**config.mk**
```make
export PLATFORM = sky130hd
export DESIGN_NAME = vics_ctrl
export DESIGN_NICKNAME = d
export VERILOG_FILES = /design/src/vics_pkg.sv /design/src/vics_ctrl.sv
export SDC_FILE = /design/constraint.sdc
export NUM_CORES = 1
export LEC_CHECK = 0
export BUFFER_PORTS_ARGS = -buffer_cell sky130_fd_sc_hd__buf_2
export CORE_AREA = 2 2 39 41
export DETAILED_ROUTE_END_ITERATION = 12
export DIE_AREA = 0 0 41 43
export PLACE_DENSITY = 0.46
export SLEW_MARGIN = 20
export SYNTH_ARGS = -nofsm -noshare
export SYNTH_HDL_FRONTEND = slang
export SYNTH_SLANG_ARGS = --single-unit
```
**constraint.sdc**
```tcl
create_clock -name i_clk -period 1.7 [get_ports i_clk]
set_clock_uncertainty 0.15 [all_clocks]
set_input_delay 0.255 -clock i_clk [delete_from_list [all_inputs] [get_ports i_clk]]
set_output_delay 0.255 -clock i_clk [all_outputs]
set_load 0.02 [all_outputs]
```
**src/vics_pkg.sv**
```systemverilog
// shared types and constants for the velocity integrator with speed clamp
// no dependencies; every other file refers to it by scoped names
package vics_pkg;

    localparam int unsigned DATA_W    = 32;  // signed Q16.16 words
    localparam int unsigned FRAC_W    = 16;  // fraction bits of Q16.16
    localparam int unsigned DT_W      = 16;  // unsigned Q0.16 tick duration
    localparam int unsigned UREG_W    = 31;  // inv_mass and speed_limit
    localparam int unsigned CMD_W     = 2;
    localparam int unsigned CFG_IDX_W = 8;
    localparam int unsigned CNT_W     = 5;   // 32 steps of sqrt and divide

    // configuration register indexes
    localparam logic [CFG_IDX_W-1:0] REG_INV_MASS    = CFG_IDX_W'(0);
    localparam logic [CFG_IDX_W-1:0] REG_SPEED_LIMIT = CFG_IDX_W'(1);
    localparam logic [CFG_IDX_W-1:0] REG_FORCE_X     = CFG_IDX_W'(2);
    localparam logic [CFG_IDX_W-1:0] REG_FORCE_Y     = CFG_IDX_W'(3);

    typedef enum logic [CMD_W-1:0] {
        CMD_TICK      = 2'd0,
        CMD_IMPULSE   = 2'd1,
        CMD_ADD_VEL   = 2'd2,
        CMD_RESET_VEL = 2'd3
    } t_cmd;

    typedef enum logic [3:0] {
        S_IDLE,
        S_SUM,
        S_ACC,
        S_DV,
        S_VEL,
        S_SQR,
        S_CMP,
        S_SQRT,
        S_SCALE,
        S_DIV,
        S_FIX,
        S_EMIT
    } t_state;

    typedef enum logic [3:0] {
        OP_NONE,
        OP_ITEM,
        OP_SUM,
        OP_ACC,
        OP_DV,
        OP_VEL,
        OP_SQR,
        OP_CMP,
        OP_SQRT,
        OP_SCALE,
        OP_DIV,
        OP_FIX,
        OP_EMIT
    } t_dp_op;

    typedef struct packed {
        logic over_limit;  // squared speed above squared limit
        logic cnt_done;    // last step of sqrt or divide
        logic out_busy;    // output register full and not taken
    } t_dp_status;

endpackage

```
**src/vics_ctrl.sv**
```systemverilog
// sequencer for the integrator: walks a tick through the datapath steps
// depends on vics_pkg (state, datapath op and status types)
module vics_ctrl (
    input  logic                           i_clk,
    input  logic                           i_rst_n,
    input  logic                           i_in_valid,
    input  logic [vics_pkg::CMD_W-1:0]     i_in_cmd,
    input  vics_pkg::t_dp_status           i_status,
    output logic                           o_in_ready,
    output vics_pkg::t_dp_op               o_op
);

    vics_pkg::t_state r_state;
    vics_pkg::t_state n_state;

    always_ff @(posedge i_clk) begin
        if (!i_rst_n) begin
            r_state <= vics_pkg::S_IDLE;
        end else begin
            r_state <= n_state;
        end
    end

    always_comb begin
        n_state = r_state;
        case (r_state)
            vics_pkg::S_IDLE: begin
                if (i_in_valid && (i_in_cmd == vics_pkg::CMD_TICK)) begin
                    n_state = vics_pkg::S_SUM;
                end
            end
            vics_pkg::S_SUM:   n_state = vics_pkg::S_ACC;
            vics_pkg::S_ACC:   n_state = vics_pkg::S_DV;
            vics_pkg::S_DV:    n_state = vics_pkg::S_VEL;
            vics_pkg::S_VEL:   n_state = vics_pkg::S_SQR;
            vics_pkg::S_SQR:   n_state = vics_pkg::S_CMP;
            vics_pkg::S_CMP: begin
                n_state = i_status.over_limit ? vics_pkg::S_SQRT : vics_pkg::S_EMIT;
            end
            vics_pkg::S_SQRT: begin
                if (i_status.cnt_done) begin
                    n_state = vics_pkg::S_SCALE;
                end
            end
            vics_pkg::S_SCALE: n_state = vics_pkg::S_DIV;
            vics_pkg::S_DIV: begin
                if (i_status.cnt_done) begin
                    n_state = vics_pkg::S_FIX;
                end
            end
            vics_pkg::S_FIX:   n_state = vics_pkg::S_EMIT;
            vics_pkg::S_EMIT: begin
                if (!i_status.out_busy) begin
                    n_state = vics_pkg::S_IDLE;
                end
            end
            default:           n_state = vics_pkg::S_IDLE;
        endcase
    end

    always_comb begin
        o_in_ready = 1'b0;
        o_op       = vics_pkg::OP_NONE;
        case (r_state)
            vics_pkg::S_IDLE: begin
                o_in_ready = 1'b1;
                o_op       = i_in_valid ? vics_pkg::OP_ITEM : vics_pkg::OP_NONE;
            end
            vics_pkg::S_SUM:   o_op = vics_pkg::OP_SUM;
            vics_pkg::S_ACC:   o_op = vics_pkg::OP_ACC;
            vics_pkg::S_DV:    o_op = vics_pkg::OP_DV;
            vics_pkg::S_VEL:   o_op = vics_pkg::OP_VEL;
            vics_pkg::S_SQR:   o_op = vics_pkg::OP_SQR;
            vics_pkg::S_CMP:   o_op = vics_pkg::OP_CMP;
            vics_pkg::S_SQRT:  o_op = vics_pkg::OP_SQRT;
            vics_pkg::S_SCALE: o_op = vics_pkg::OP_SCALE;
            vics_pkg::S_DIV:   o_op = vics_pkg::OP_DIV;
            vics_pkg::S_FIX:   o_op = vics_pkg::OP_FIX;
            vics_pkg::S_EMIT: begin
                o_op = i_status.out_busy ? vics_pkg::OP_NONE : vics_pkg::OP_EMIT;
            end
            default:           o_op = vics_pkg::OP_NONE;
        endcase
    end

endmodule

```
==> flow_metrics.tcl, run 1 <==
set metrics [dict create \
    layout-drive-gt1-share_pct 45.90 \
    start_util_pct 25.77 \
    die-area_sq_um 1763 \
    finalMaxSlewViolations 0 \
    yosysTopAreaCellShare_pct 22.46 \
    finalSetupViolCount 0 \
    regMostFlops "r_state" \
    yosysUniqueCellTypes 24 \
    die-width_um 41 \
    pin_count 13 \
    dp_cells 74 \
    cp_data_arrival_time_ns 1.26 \
    tns_ns 0 \
    worst_pin_slew_ns 0.2105 \
    num_antenna_cells 0 \
    htreeDepth 1 \
    routabilityCongestion 0.7904 \
    hold_class "in2reg" \
    synth_common_cells "5 x nand2_1, 5 x o21ai_0, 4 x a21oi_1, 4 x dfxtp_1" \
    leakage_nw 0.2014 \
    path_clk_slew_ns 0.04 \
    syn_area_per_cell_sq_um 7.924 \
    synth_cells 45 \
    dr.pass1.iters 4 \
    place_hpwl_um 744.9 \
    post_cts_buffers 0 \
    min_period_ns 1.667 \
    max-clock-path-buffers 2 \
    grtUsageTotal_pct 12.36 \
    rows 14 \
    ctsHoldBuffers 0 \
    fmax_mhz 600.0 \
    powerDensity_nw_per_um2 846.8 \
    routed_wl_um 925 \
    ys.flop_type "dfxtp_1" \
    ys_seq_area_share_pct 22.46 \
    cp.required_ns 1.29 \
    gr-total-overflow 0 \
    route.vias.total 388 \
    async_flop_share_pct 0 \
    fin_crit_sh_pct 98.04 \
    root_buffer "clkbuf_4" \
    cap_violations 0 \
    grt_start_max_net_pins 11 \
    syn_area_sq_um 356.6 \
    antenna_found_initial 0 \
    syn-num-nets 53 \
    status "complete, no violations" \
    grt_pass1_vias 345 \
    yosysTopAreaCell "dfxtp_1" \
    reg_top3 "r_state: 4 flops" \
    cp_max_fo 10 \
    crit_path_start_kind "flop" \
    drc 0 \
    drtIter0Drc 6 \
    worstSetupEndpointType "output port" \
    power.total_uw 411.1 \
    antenna_left 0 \
    routed_via_density 5.039 \
    grt_pass1_wl_um 1462 \
    wire_per_inst_um 12.01 \
    crit_type "reg2out" \
    tritoncts "done" \
    clock_latency_ns 0.24 \
    final-hold-violation-count 0 \
    max_slew_margin_pct 85.82 \
    core_sq_um 1384 \
    die_h_um 43 \
    largest_reg_flops 4 \
    synth-edff-count 0 \
    vdd_drop_max_uv 313.5 \
    cts_sinks 4 \
    ys_warn_count 0 \
    portBuffers 12 \
    grt_setup_unrepaired "false" \
    synth-seq-cells 4 \
    flow.area_growth_from_synthesis_pct 36.14 \
    cts_buffers 3 \
    ys_top_cells_by_area "dfxtp_1 22%, o21ai_0 7.0%, nor4_4 6.0%" \
    finalNonFillerCells 77 \
    nNetsFinal 71 \
]
-- placed cells by master (no fill, tap or decap) --
cell type / count
and4bb_1: 1
nand2_1: 5
a31oi_1: 1
a21bo_1: 1
and2_4: 1
buf_4: 4
nor2b_2: 2
a21oi_2: 1
nor4_4: 1
inv_1: 2
nor2b_1: 1
or3b_1: 1
a21oi_1: 3
a22o_1: 1
and2_1: 1
o21ai_0: 5
nand3_1: 1
a31oi_2: 1
buf_2: 12
xnor2_1: 1
clkbuf_4: 3
nand2b_1: 3
o41a_2: 1
dfxtp_1: 2
o21bai_1: 1
o2111a_1: 1
nor2_1: 1
nand4b_1: 1
dfxtp_2: 2
-- worst max-delay path: stages (launching register included) --
cell	delay [ns]
dfxtp_2	0.37
o41a_2	0.48
buf_2	0.16
-- power by group --
| part | switching, mW | internal [mW] | total [mW] |
|---|---|---|---|
| Sequential | 0.0101 | 0.105 | 0.115 |
| Combinational | 0.0953 | 0.0800 | 0.175 |
| Clock | 0.0416 | 0.0791 | 0.121 |
-- final cells by class --
cell class	count	area, sq um
Tap cell	16	20.02
Multi-Input combinational cell	36	262.8
Inverter	2	7.507
Timing Repair Buffer	16	90.09
Clock buffer	3	22.52
Sequential cell	4	82.58
Fill cell	150	898.4
-- worst paths after layout --
kind / startpoint / endpoint / slack (ns) / cells after the start
worst max register to register: r_state[0] / r_state[0] / 0.44 / 4
worst min-delay path: i_rst_n / r_state[2] / 0.14 / 3
worst max-delay path: r_state[3] / o_op[0] / 0.03 / 2
worst min register to register: r_state[0] / r_state[2] / 0.47 / 3
-- kinds of logic after synthesis --
logic type	after synthesis	share of synthesized area, %
flops	4	22.46
simple gates	19	36.84
buf+inv	5	6.315
xor+xnor	1	2.457
compound gates	16	31.93
-- per-stage QoR --
stage               worst slack (ns)  hold WS, ns  cell area (sq um)  utilization [%]
floorplan                     0.1264       0.2346              356.6                -
global placement              0.2209       0.3776              451.7            32.64
detailed placement            0.1893       0.3880              451.7            32.64
CTS                         0.008491       0.1429              475.5            34.36
global route                 0.01388       0.1664              485.5            35.08
finish                       0.03327       0.1386              485.5            35.08
-- routing by layer --
metal  wire, um  global-route usage (%)  vias to the layer above  part of all wire, %
met5          0                       0                        -                    0
met4         14                   8.000                        0                  1.5
met3         54                   1.571                        2                  5.8
met2        446                   17.81                       15                   48
met1        410                   16.45                      175                   44
li1           -                       -                      196                    -
-- what timing repair did --
item                       4_1_cts  5_1_grt
setup endpoints to repair        2        3
pin swaps                        0        0
gates resized for setup          1        4
No activity file was read; power rests on OpenSTA's default activity.
==> inputs of run 2 (changes only) <==
--- a/config.mk
+++ b/config.mk
@@ -10,6 +10,7 @@
 export DETAILED_ROUTE_END_ITERATION = 12
 export DIE_AREA = 0 0 41 43
 export PLACE_DENSITY = 0.46
+export SETUP_SLACK_MARGIN = 0.05
 export SLEW_MARGIN = 20
 export SYNTH_ARGS = -nofsm -noshare
 export SYNTH_HDL_FRONTEND = slang
==> run 2 against run 1 <==
Power increased by 1.9%. Design area increased by 7.0%. Hold slack improved by 0.0033 ns. Sequential power about the same. Sequential share of layout area decreased by 0.14 points. Non-clock buffer count increased by 2. First-iteration DRC count decreased by 33%. Global-route usage unchanged. Setup slack improved by 0.032 ns. Critical path type unchanged. Largest cell class unchanged. Register-to-register slack got worse by 0.02 ns. Routed wire length increased by 6.4%. Combinational power increased by 6%.
==> flow_metrics.tcl, run 2 (synthesis results as in run 1) <==
set metrics [dict create \
    status "complete, no violations" \
    antenna_found_initial 0 \
    tns_ns 0 \
    grtUsageTotal_pct 12.36 \
    max_slew_margin_pct 86.03 \
    worstSetupEndpoint "o_op[0]" \
    cp.required_ns 1.29 \
    final-hold-violation-count 0 \
    cp-startpoint "r_state[3]" \
    clock_latency_ns 0.24 \
    critical-path-max-stage-delay_ns 0.49 \
    rows 14 \
    cp_max_fo 6 \
    die-width_um 41 \
    vdd_drop_max_uv 371.7 \
    grt_start_max_net_pins 11 \
    tritoncts "done" \
    grt_setup_unrepaired "true" \
    layout-drive-gt1-share_pct 47.62 \
    regMostFlops "r_state" \
    place_area_sq_um 451.7 \
    flow.area_growth_from_synthesis_pct 45.61 \
    cap_violations 0 \
    reg2reg_to "r_state[0]" \
    layout_common_cells "11 x buf_2, 5 x nand2_1, 5 x o21ai_0, 5 x buf_4" \
    fmax_mhz 611.8 \
    routabilityCongestion 0.7904 \
    max-clock-path-buffers 2 \
    core_sq_um 1384 \
    path_clk_slew_ns 0.04 \
    drc 0 \
    leakage_nw 0.2148 \
    crit_path_start_kind "flop" \
    drtIter0Drc 4 \
    final_common_cell "buf_2" \
    powerDensity_nw_per_um2 806.9 \
    die-area_sq_um 1763 \
    dp_cells 74 \
    worst_pin_slew_ns 0.2074 \
    fill_cells 147 \
    grt_pass1_vias 347 \
    worstSetupEndpointType "output port" \
    nNetsFinal 73 \
    r2r-start "r_state[3]" \
    hold_path_depth 3 \
    die_h_um 43 \
    num_antenna_cells 0 \
    cts_sinks 4 \
    largest_reg_flops 4 \
    finalNonFillerCells 79 \
    cts_buffers 3 \
    start_util_pct 25.77 \
    final_area_sq_um 519.2 \
    min_period_ns 1.635 \
    wire_per_inst_um 12.46 \
    finalSetupViolCount 0 \
    antenna_left 0 \
    crit_chain "o41a_2 > buf_6" \
    place_hpwl_um 744.9 \
    gr-total-overflow 0 \
    root_buffer "clkbuf_4" \
    reg_top3 "r_state: 4 flops" \
    portBuffers 12 \
    cp_data_arrival_time_ns 1.23 \
    dr.pass1.iters 4 \
    fin_crit_sh_pct 96.15 \
    ctsHoldBuffers 0 \
    hold_class "in2reg" \
    r2r_cells 4 \
    route.vias.total 397 \
    rrSetupSlack_ns 0.42 \
    routed_wl_um 984 \
    grt_pass1_wl_um 1462 \
    crit_type "reg2out" \
    finalMaxSlewViolations 0 \
    pin_count 13 \
    routed_via_density 5.025 \
    htreeDepth 1 \
    critPathSlowestCell "o41a_2" \
]
[run 2: cell count changes in the layout (fill, tap and decap cells not counted), moves of 2 or more]
cell / before / now
nor2b_4: 0 / 2
dfxtp_2: 2 / 0
dfxtp_4: 0 / 2
nor2b_2: 2 / 0
[run 2: final cells by class]
class                           instances  area (sq um)  share of cell area (%)
Inverter                                2         7.507                   1.446
Tap cell                               16         20.02                   3.855
Multi-Input combinational cell         36         272.8                   52.53
Timing Repair Buffer                   18         108.9                   20.96
Clock buffer                            3         22.52                   4.337
Sequential cell                         4         87.58                   16.87
[run 2: what timing repair did]
item | CTS | global route
setup buffers | 0 | 2
resized for setup | 3 | 8
pin swaps | 0 | 0
endpoints found under the setup margin | 3 | 3
[run 2: worst min-delay path by stage]
stage | end | startpoint | slack (ns)
final | r_state[2] | i_rst_n | 0.14
after global routing | r_state[1] | i_rst_n | 0.16
after CTS | r_state[2] | i_rst_n | 0.14
after detailed placement | r_state[2] | i_rst_n | 0.39
after global placement | r_state[2] | i_rst_n | 0.38
after floorplan | r_state[2] | i_rst_n | 0.23
[run 2: critical path: cells and delay by family (launching register included)]
kind	cells	cell delay (ns)
buffers and inverters	1	0.14
AOI/OAI and AO/OA	1	0.49
DFF	1	0.36
[run 2: metal layers]
layer / part of all wire [%] / track usage (%)
met3: 5.5 / 1.571
met1: 44 / 16.13
met2: 49 / 18.13
met4: 1.2 / 8.000
met5: 0 / 0
[run 2: stage by stage]
| stage | power (mW) | hold WS [ns] | util [%] | setup slack, ns |
|---|---|---|---|---|
| CTS | 0.4095 | 0.1430 | 34.63 | 0.02079 |
| global placement | 0.2927 | 0.3776 | 32.64 | 0.2209 |
| detailed placement | 0.2880 | 0.3880 | 32.64 | 0.1893 |
| floorplan | 0.2296 | 0.2346 | - | 0.1264 |
| finish | 0.4190 | 0.1419 | 37.52 | 0.06544 |
| global route | 0.4387 | 0.1641 | 37.52 | 0.04631 |
[run 2: power breakdown]
part	leakage [nW]	total, mW	switching, mW	internal (mW)
Combinational	0.167	0.185	0.0973	0.0874
Clock	0.0138	0.120	0.0408	0.0791
Sequential	0.0341	0.114	0.0103	0.104
Total	0.215	0.419	0.148	0.271
==> inputs of run 3 (changes only) <==
--- a/config.mk
+++ b/config.mk
@@ -9,7 +9,7 @@
 export CORE_AREA = 2 2 39 41
 export DETAILED_ROUTE_END_ITERATION = 12
 export DIE_AREA = 0 0 41 43
-export PLACE_DENSITY = 0.46
+export PLACE_DENSITY = 0.52
 export SETUP_SLACK_MARGIN = 0.05
 export SLEW_MARGIN = 20
 export SYNTH_ARGS = -nofsm -noshare
==> constraint.sdc (replaced) <==
create_clock -name i_clk -period 1.7 [get_ports i_clk]
set_clock_uncertainty 0.15 [all_clocks]
set_input_delay 0.34 -clock i_clk [delete_from_list [all_inputs] [get_ports i_clk]]
set_output_delay 0.34 -clock i_clk [all_outputs]
set_load 0.02 [all_outputs]
==> run 3 against run 2 <==
Utilization rose by 9.1 points. Register-to-register slack got worse by 0.12 ns. Die area did not move. First-iteration DRC count rose by 50%. Design area rose by 24%. Power rose by 15%. Fmax fell by 2.4%. Critical path depth did not move.
==> flow_metrics.tcl, run 3 (synthesis results as in run 1) <==
set metrics [dict create \
    fill_cells 146 \
    grt_pass1_wl_um 1800 \
    wire_per_inst_um 13.52 \
    grt_setup_unrepaired "true" \
    critical-path-max-stage-delay_ns 0.46 \
    flow.area_growth_from_synthesis_pct 81.05 \
    max_slew_margin_pct 80.16 \
    fmax_mhz 596.9 \
    core_sq_um 1384 \
    layout-drive-gt1-share_pct 57.75 \
    grt_pass1_vias 432 \
    dpl_worst_slack_ns 0.07353 \
    tns_ns 0 \
    drc 0 \
    crit_chain "o41a_4 > buf_6" \
    busiest_layer "met2" \
    r2r_cells 5 \
    regMostFlops "r_state" \
    routabilityCongestion 0.8243 \
    fin_ws_ns 0.02456 \
    r2r-start "r_state[1]" \
    status "complete, no violations" \
    num_antenna_cells 0 \
    cts_sinks 4 \
    max-clock-path-buffers 2 \
    start_util_pct 25.77 \
    antenna_found_initial 0 \
    ctsHoldBuffers 0 \
    gr-total-overflow 0 \
    crit_path_start_kind "flop" \
    power.total_uw 481.0 \
    die_h_um 43 \
    reg2reg_to "r_state[3]" \
    hold-path-endpoint "r_state[2]" \
    htreeDepth 1 \
    dr.pass1.iters 4 \
    multi_input_area_sq_um 296.5 \
    layout_common_cells "10 x buf_4, 7 x buf_2, 7 x buf_6" \
    antenna_left 0 \
    place_hpwl_um 709.8 \
    portBuffers 12 \
    final-hold-violation-count 0 \
    route.vias.total 438 \
    leakage_nw 0.2716 \
    min_period_ns 1.675 \
    use_met1_pct 17.95 \
    hold_path_depth 3 \
    reg_top3 "r_state: 4 flops" \
    fin_crit_sh_pct 98.56 \
    die-area_sq_um 1763 \
    hold_class "in2reg" \
    use_met2_pct 23.44 \
    drtIter0Drc 6 \
    nNetsFinal 81 \
    cap_violations 0 \
    hp-start "i_rst_n" \
    regArea_sq_um 91.34 \
    whs_ns 0.2166 \
    rows 14 \
    vdd_drop_max_uv 550.6 \
    routed_via_density 5.034 \
    tritoncts "done" \
    final_area_sq_um 645.6 \
    powerDensity_nw_per_um2 745.1 \
    root_buffer "clkbuf_4" \
    worstSetupEndpointType "output port" \
    use_met3_pct 8.901 \
    worst_pin_slew_ns 0.2945 \
    grtUsageTotal_pct 15.25 \
    path_clk_slew_ns 0.04 \
    routed_wl_um 1176 \
    largest_reg_flops 4 \
    clock_latency_ns 0.23 \
    place_area_sq_um 451.7 \
    pin_count 13 \
    die-width_um 41 \
    crit_type "reg2out" \
    cts_buffers 3 \
    critPathSlowestCell "o41a_4" \
    cp_data_arrival_time_ns 1.19 \
    grt_start_max_net_pins 10 \
    finalMaxSlewViolations 0 \
    cp-startpoint "r_state[1]" \
    finalSetupViolCount 0 \
    final_common_cell "buf_4" \
    rrSetupSlack_ns 0.30 \
    cp.required_ns 1.21 \
    cp_max_fo 3 \
]
-- run 3: cell types whose count changed in the layout (fill, tap and decap cells not counted), sizes merged --
cell	delta
clkbuf	-1
buf	+9
-- run 3: layout make-up --
class                           instances  share of cell area [%]
Multi-Input combinational cell         36                   45.93
Timing Repair Buffer                   26                   32.17
Clock buffer                            3                   3.488
Sequential cell                         4                   14.15
Tap cell                               16                   3.101
Inverter                                2                   1.163
-- run 3: how the worst max path moves through the flow --
stage	endpoint	slack, ns	cells after the start
after floorplan	o_op[2]	0.19	3
after global placement	o_op[3]	0.15	3
after detailed placement	o_op[3]	0.07	3
after CTS	o_in_ready	0.03	3
after global routing	o_in_ready	-0.02	3
final	o_op[0]	0.02	2
-- run 3: power by group --
group | internal [mW] | total [mW] | switching [mW] | leakage (nW)
clock network | 0.0788 | 0.115 | 0.0366 | 0.0138
logic | 0.134 | 0.250 | 0.115 | 0.223
registers | 0.104 | 0.116 | 0.0124 | 0.0349
total | 0.317 | 0.481 | 0.164 | 0.272
-- run 3: metal layers --
layer | vias to the layer above | part of all wire, %
met1 | 206 | 43
met5 | - | 0
li1 | 215 | -
met4 | 0 | 0
met2 | 17 | 52
met3 | 0 | 5.2
-- run 3: worst max-delay path: cells and delay by family (launching register included) --
kind            cells  cell delay (ns)
compound gates      1             0.46
buf+inv             1             0.14
flops               1             0.35
-- run 3: metrics by stage --
step / cells / util [%]
floorplan: 45 / -
global placement: 74 / 32.64
detailed placement: 74 / 32.64
CTS: 84 / 41.77
global route: 87 / 46.65
finish: 87 / 46.65
-- run 3: repair_timing --
action	4_1_cts	5_1_grt
endpoints found under the setup margin	5	5
resized for setup	18	11
setup buffers	7	3
hold endpoints to repair	0	0
pin swaps	3	4
cloned	0	0
